### config.mk
export PLATFORM = sky130hd
export DESIGN_NAME = vgnc_divider
export DESIGN_NICKNAME = d
export VERILOG_FILES = /design/src/vgnc_divider.sv
export SDC_FILE = /design/constraint.sdc
export NUM_CORES = 1
export LEC_CHECK = 0
export ABC_CLOCK_PERIOD_IN_PS = 3600
export BUFFER_PORTS_ARGS = -buffer_cell sky130_fd_sc_hd__buf_2
export CAP_MARGIN = 20
export CORE_ASPECT_RATIO = 0.9
export CORE_MARGIN = 5
export CORE_UTILIZATION = 55
export DETAILED_ROUTE_END_ITERATION = 8
export PLACE_DENSITY = 0.92
export SETUP_SLACK_MARGIN = 0.3
export SYNTH_ARGS = -nofsm -noshare
export SYNTH_HDL_FRONTEND = slang
export SYNTH_SLANG_ARGS = --single-unit
### constraint.sdc
create_clock -name clk -period 3.6 [get_ports clk]
set_input_delay 0.36 -clock clk [delete_from_list [all_inputs] [get_ports clk]]
set_output_delay 0.36 -clock clk [all_outputs]
set_load 0.1 [all_outputs]
### src/vgnc_divider.sv
// ---------------------------------------------------------------------------
// Voxel grid axis divider
// Restoring divider giving one quotient bit per cycle: cell coordinate and
// remainder of a non-negative offset divided by the cell size.
// ---------------------------------------------------------------------------
module vgnc_divider (
	input  logic        clk,
	input  logic        arst_n,
	input  logic        start,
	input  logic [31:0] dividend,
	input  logic [30:0] divisor,
	output logic        done,
	output logic [31:0] quotient,
	output logic [30:0] remainder
);

	localparam logic [4:0] LAST_STEP = 5'd31;

	logic        run_q;
	logic        done_q;
	logic [4:0]  cnt_q;
	logic [31:0] dq_q;
	logic [30:0] rem_q;
	logic [30:0] dvs_q;
	logic [31:0] trial;
	logic [31:0] diff;
	logic        ge;

	assign trial = {rem_q, dq_q[31]};
	assign diff  = trial - {1'b0, dvs_q};
	assign ge    = trial >= {1'b0, dvs_q};

	always_ff @(posedge clk or negedge arst_n) begin
		if (!arst_n) begin
			run_q  <= 1'b0;
			done_q <= 1'b0;
			cnt_q  <= '0;
		end else begin
			done_q <= 1'b0;
			if (start) begin
				run_q <= 1'b1;
				cnt_q <= '0;
			end else if (run_q) begin
				cnt_q <= cnt_q + 5'd1;
				if (cnt_q == LAST_STEP) begin
					run_q  <= 1'b0;
					done_q <= 1'b1;
				end
			end
		end
	end

	always_ff @(posedge clk) begin
		if (start) begin
			dq_q  <= dividend;
			rem_q <= '0;
			dvs_q <= divisor;
		end else if (run_q) begin
			// The partial remainder stays below the divisor, so 31 bits hold it.
			rem_q <= ge ? diff[30:0] : trial[30:0];
			dq_q  <= {dq_q[30:0], ge};
		end
	end

	assign done      = done_q;
	assign quotient  = dq_q;
	assign remainder = rem_q;

endmodule

==> flow_results.xml <==
<?xml version="1.0" encoding="UTF-8"?>
<metrics>
  <group name="detailed_routing">
    <metric name="dr.pass1.iters" unit="">6</metric>
    <metric name="detailroute.via_count" unit="">4822</metric>
    <metric name="detailedRoute.firstIterationViolations" unit="">398</metric>
    <metric name="routed_wirelength" unit="mm">14.7</metric>
    <metric name="route.detailed.vias_per_inst" unit="">5.88</metric>
    <metric name="routed_wire_length_per_instance" unit="um">17.9</metric>
    <metric name="ant_nets" unit="">0</metric>
    <metric name="remaining_drc_errors" unit="">0</metric>
  </group>
  <group name="sta">
    <metric name="hold_viol" unit="">0</metric>
    <metric name="worst_hold_margin" unit="ns">0.185</metric>
    <metric name="post_layout_min_period" unit="ns">3.11</metric>
    <metric name="timing.final.max_slew_violations" unit="">0</metric>
    <metric name="rsz0062_at_grt" unit="">false</metric>
    <metric name="final_critical_path_setup_slack" unit="ns">0.488</metric>
    <metric name="skew" unit="ns">0.00794</metric>
    <metric name="final_setup_tns" unit="ns">0</metric>
    <metric name="finalSetupViolations" unit="">0</metric>
    <metric name="worst_pin_slew" unit="ns">0.658</metric>
    <metric name="timing.fmax" unit="GHz">0.321</metric>
    <metric name="fin_crit_sh" unit="%">86.5</metric>
    <metric name="maxSlewHeadroom" unit="%">55.7</metric>
  </group>
  <group name="final_layout">
    <metric name="filler_cell_count" unit="">762</metric>
    <metric name="fin_area" unit="mm2">0.00683</metric>
    <metric name="num_antenna_cells" unit="">0</metric>
    <metric name="multi_input_area" unit="mm2">0.00282</metric>
    <metric name="fraction_of_final_layout_cells_sized_beyond_drive_strength_1" unit="%">28.5</metric>
    <metric name="syn2layout_area_growth" unit="%">18.3</metric>
    <metric name="final_net_count" unit="">786</metric>
    <metric name="postLayoutCoreUtil" unit="%">66.6</metric>
    <metric name="seq_area" unit="mm2">0.00269</metric>
    <metric name="layoutNonFillerInstCount" unit="">820</metric>
  </group>
  <group name="worst_setup_path">
    <metric name="crit_slowest_cell" unit="">sky130_fd_sc_hd__edfxtp_1</metric>
    <metric name="critical_path_cell_count" unit="">11</metric>
    <metric name="timing.setup.critical_path_class" unit="">reg2reg</metric>
    <metric name="slowest_delay" unit="ns">0.41</metric>
    <metric name="worstPathCellList" unit="">inv_1 &gt; ha_2 &gt; fa_2 &gt; nor2b_1 &gt; o31a_1 &gt; o21ai_2 &gt; a21oi_2 &gt; o311ai_4 &gt; a21o_2 &gt; mux2_1 &gt; a211oi_1</metric>
    <metric name="endpoint_required_time_on_the_critical_path" unit="ns">3.86</metric>
    <metric name="r2r.worst_path.cells" unit="">11</metric>
    <metric name="critical_path.n_buffers_inverters" unit="">1</metric>
    <metric name="cp-end-kind" unit="">flip-flop</metric>
    <metric name="timing.critical_path.fanout_max" unit="">14</metric>
    <metric name="critical_path.startpoint_type" unit="">flip-flop</metric>
    <metric name="reg2reg_to" unit="">remainder[0]$_SDFFE_PP0P_</metric>
    <metric name="worst_r2r_startpoint" unit="">quotient[31]$_DFFE_PP_</metric>
    <metric name="family_with_the_most_delay_on_the_worst_path" unit="">compound AO/OA/AOI/OAI gates</metric>
    <metric name="ff2ff_setup_slack" unit="ns">0.49</metric>
    <metric name="arrival" unit="ns">3.37</metric>
  </group>
  <group name="yosys">
    <metric name="post_synth_num_cell_types" unit="">68</metric>
    <metric name="synthesis.area" unit="mm2">0.00577</metric>
    <metric name="mappedNetlistNets" unit="">664</metric>
    <metric name="seq_cells_post_synth" unit="">101</metric>
    <metric name="ys_top_cells_by_area" unit="">sky130_fd_sc_hd__edfxtp_1 33%, sky130_fd_sc_hd__dfxtp_1 11%, sky130_fd_sc_hd__ha_1 7.2%</metric>
    <metric name="seq_area_frac_synth" unit="%">46.6</metric>
    <metric name="ys.flop_type" unit="">sky130_fd_sc_hd__edfxtp_1</metric>
    <metric name="synth.yosys.warnings" unit="">0</metric>
    <metric name="synthDominantAreaCellType" unit="">sky130_fd_sc_hd__edfxtp_1</metric>
    <metric name="synth_enable_flop_cells" unit="">63</metric>
    <metric name="synthesis.instances" unit="">564</metric>
    <metric name="syn_avg_cell_area" unit="um2">10.2</metric>
    <metric name="synth_top_cell_area_share" unit="%">32.8</metric>
    <metric name="async_flop_share" unit="%">6.93</metric>
  </group>
  <group name="grt">
    <metric name="first_global_vias" unit="">4852</metric>
    <metric name="grt_start_max_net_pins" unit="">51</metric>
    <metric name="gr-total-overflow" unit="">0</metric>
    <metric name="global_route_wire_length_before_repair" unit="mm">23.9</metric>
    <metric name="groute.usage.overall" unit="%">23.2</metric>
    <metric name="antenna_found_initial" unit="">0</metric>
  </group>
  <group name="power_and_ir_drop">
    <metric name="p_leak" unit="nW">3.03</metric>
    <metric name="clock_power_share" unit="%">32.6</metric>
    <metric name="total_switching_power" unit="uW">944</metric>
    <metric name="p_sw_share" unit="%">32.5</metric>
    <metric name="totalPowerFinal" unit="mW">2.91</metric>
    <metric name="vdd.ir_drop.worst" unit="uV">430</metric>
    <metric name="comb_power_share" unit="%">21.1</metric>
    <metric name="pwr_density_cell" unit="mW/mm2">425</metric>
    <metric name="seq_power_share" unit="%">46.3</metric>
    <metric name="internal_power" unit="mW">1.96</metric>
  </group>
  <group name="clock_network">
    <metric name="worstSkewPairLatency" unit="ns">0.34</metric>
    <metric name="clock-root-buffer" unit="">sky130_fd_sc_hd__clkbuf_16</metric>
    <metric name="numCtsBuffers" unit="">9</metric>
    <metric name="tritoncts" unit="">done</metric>
    <metric name="clk_transition_reported_paths" unit="ns">0.07</metric>
    <metric name="clock_tree.htree_level_count" unit="">3</metric>
    <metric name="max-clock-path-buffers" unit="">2</metric>
    <metric name="number_of_sinks_on_the_clock_net" unit="">101</metric>
    <metric name="post-cts-setup-buffer-count" unit="">0</metric>
  </group>
  <group name="run">
    <metric name="maxCapViolations" unit="">0</metric>
  </group>
  <group name="floorplan">
    <metric name="top_level_ports" unit="">130</metric>
    <metric name="coreArea" unit="mm2">0.0102</metric>
    <metric name="die-width" unit="um">118</metric>
    <metric name="fp.dieArea" unit="mm2">0.0126</metric>
    <metric name="initial_utilization" unit="%">56.3</metric>
    <metric name="die_h" unit="um">107</metric>
    <metric name="placementRows" unit="">35</metric>
  </group>
  <group name="placed_design">
    <metric name="hpwlAfterDp" unit="mm">10.7</metric>
    <metric name="place.gp.congestion" unit="">0.958</metric>
    <metric name="detailed_place.area" unit="mm2">0.00653</metric>
    <metric name="port_buffers" unit="">129</metric>
    <metric name="numPlacedInstances" unit="">803</metric>
    <metric name="place_worst_setup_slack" unit="ns">0.452</metric>
  </group>
  <group name="min_path">
    <metric name="worst_hold_path.endpoint" unit="">dvs_q[6]$_DFFE_PP_</metric>
    <metric name="worst_hold_startpoint" unit="">divisor[6]</metric>
    <metric name="hold_path_class" unit="">in2reg</metric>
    <metric name="worst_hold_depth" unit="">1</metric>
  </group>
  <group name="status">
    <metric name="outcome" unit="">completed</metric>
  </group>
</metrics>
[synthesized netlist by cell type (7+ instances only)]
library cell               number
sky130_fd_sc_hd__nand2_1       60
sky130_fd_sc_hd__dfxtp_1       31
sky130_fd_sc_hd__inv_1         41
sky130_fd_sc_hd__ha_1          33
sky130_fd_sc_hd__edfxtp_1      63
sky130_fd_sc_hd__clkbuf_1      10
sky130_fd_sc_hd__buf_2          7
sky130_fd_sc_hd__dfrtp_1        7
sky130_fd_sc_hd__xnor2_1       17
sky130_fd_sc_hd__o21ai_0       30
sky130_fd_sc_hd__mux2_2        31
sky130_fd_sc_hd__a21o_1        13
sky130_fd_sc_hd__a211oi_1      13
sky130_fd_sc_hd__nor2_1        47
sky130_fd_sc_hd__a21oi_1       34
sky130_fd_sc_hd__mux2i_1       17
sky130_fd_sc_hd__nand3_1        8
[placed cells by master, fill, tap and decap left out, drive strengths merged, types with 11 or more instances in the layout]
cell,synthesis,routed
buf,14,135
a21o,13,13
edfxtp,63,63
o21ai,31,31
nand2,61,61
xnor2,17,17
a211oi,14,14
inv,41,43
dfxtp,31,31
ha,33,33
mux2,32,32
a21oi,37,37
clkbuf,11,11
nor2,47,47
mux2i,17,17
[worst max path at each step]
stage          slack, ns                  startpoint                        end
6_report            0.49      quotient[31]$_DFFE_PP_  remainder[0]$_SDFFE_PP0P_
4_1_cts             0.38      quotient[31]$_DFFE_PP_  remainder[0]$_SDFFE_PP0P_
5_1_grt             0.33  remainder[20]$_SDFFE_PP0P_  remainder[0]$_SDFFE_PP0P_
3_5_place_dp        0.45      quotient[31]$_DFFE_PP_  remainder[0]$_SDFFE_PP0P_
2_1_floorplan       0.33  remainder[20]$_SDFFE_PP0P_  remainder[0]$_SDFFE_PP0P_
3_3_place_gp        0.63      quotient[31]$_DFFE_PP_  remainder[0]$_SDFFE_PP0P_
[registers in the layout, summed over array words and instances, names as in the netlist]
register   cells
quotient      32
done           1
remainder     31
run_q          1
dvs_q         31
cnt_q          5
[layout make-up]
type,instances,share of cell area (%)
flip-flops and latches,101,39.4
inverters,41,2.25
repair buffers,136,10.5
clock inverters,5,0.660
well taps,129,2.36
multi-input cells,397,41.3
clock buffers,11,3.55
[cell families after synthesis]
group	share of synthesized area (%)
compound gates	16.6
mux	9.19
xor+xnor	3.49
buf+inv	4.66
flops	46.6
simple gates	12.1
fa+ha+maj	7.50
[power by group through the flow]
stage / clock network (mW) / registers (mW) / logic (mW)
after floorplan: 0 / 1.65 / 0.192
after global routing: 1.02 / 1.35 / 0.650
after CTS: 0.968 / 1.35 / 0.613
after detailed placement: 0 / 1.37 / 0.610
after global placement: 0 / 1.36 / 0.593
final: 0.947 / 1.34 / 0.614
[repair_timing]
| item | in CTS | in global routing |
|---|---|---|
| setup endpoints to repair | 0 | 2 |
| gates resized for setup | 0 | 1 |
| endpoints found under the hold margin | 7 | 0 |
| hold buffers | 1 | 0 |
[worst register-to-register path: cells and delay by family, from the launching register on]
kind            cells  cell delay [ns]
flops               1             0.41
mux                 1             0.38
simple gates        1             0.07
fa+ha+maj           2             0.41
buf+inv             1             0.10
compound gates      6             1.68
[metal layers]
layer	GRT usage, %	vias up	part of all wire [%]
met5	0	-	0
met4	8.03	0	2.3
met3	6.01	31	8.1
met2	39.0	226	48
met1	29.1	2277	42
li1	-	2288	-
Note: power is estimated with default switching activity, not from simulation.
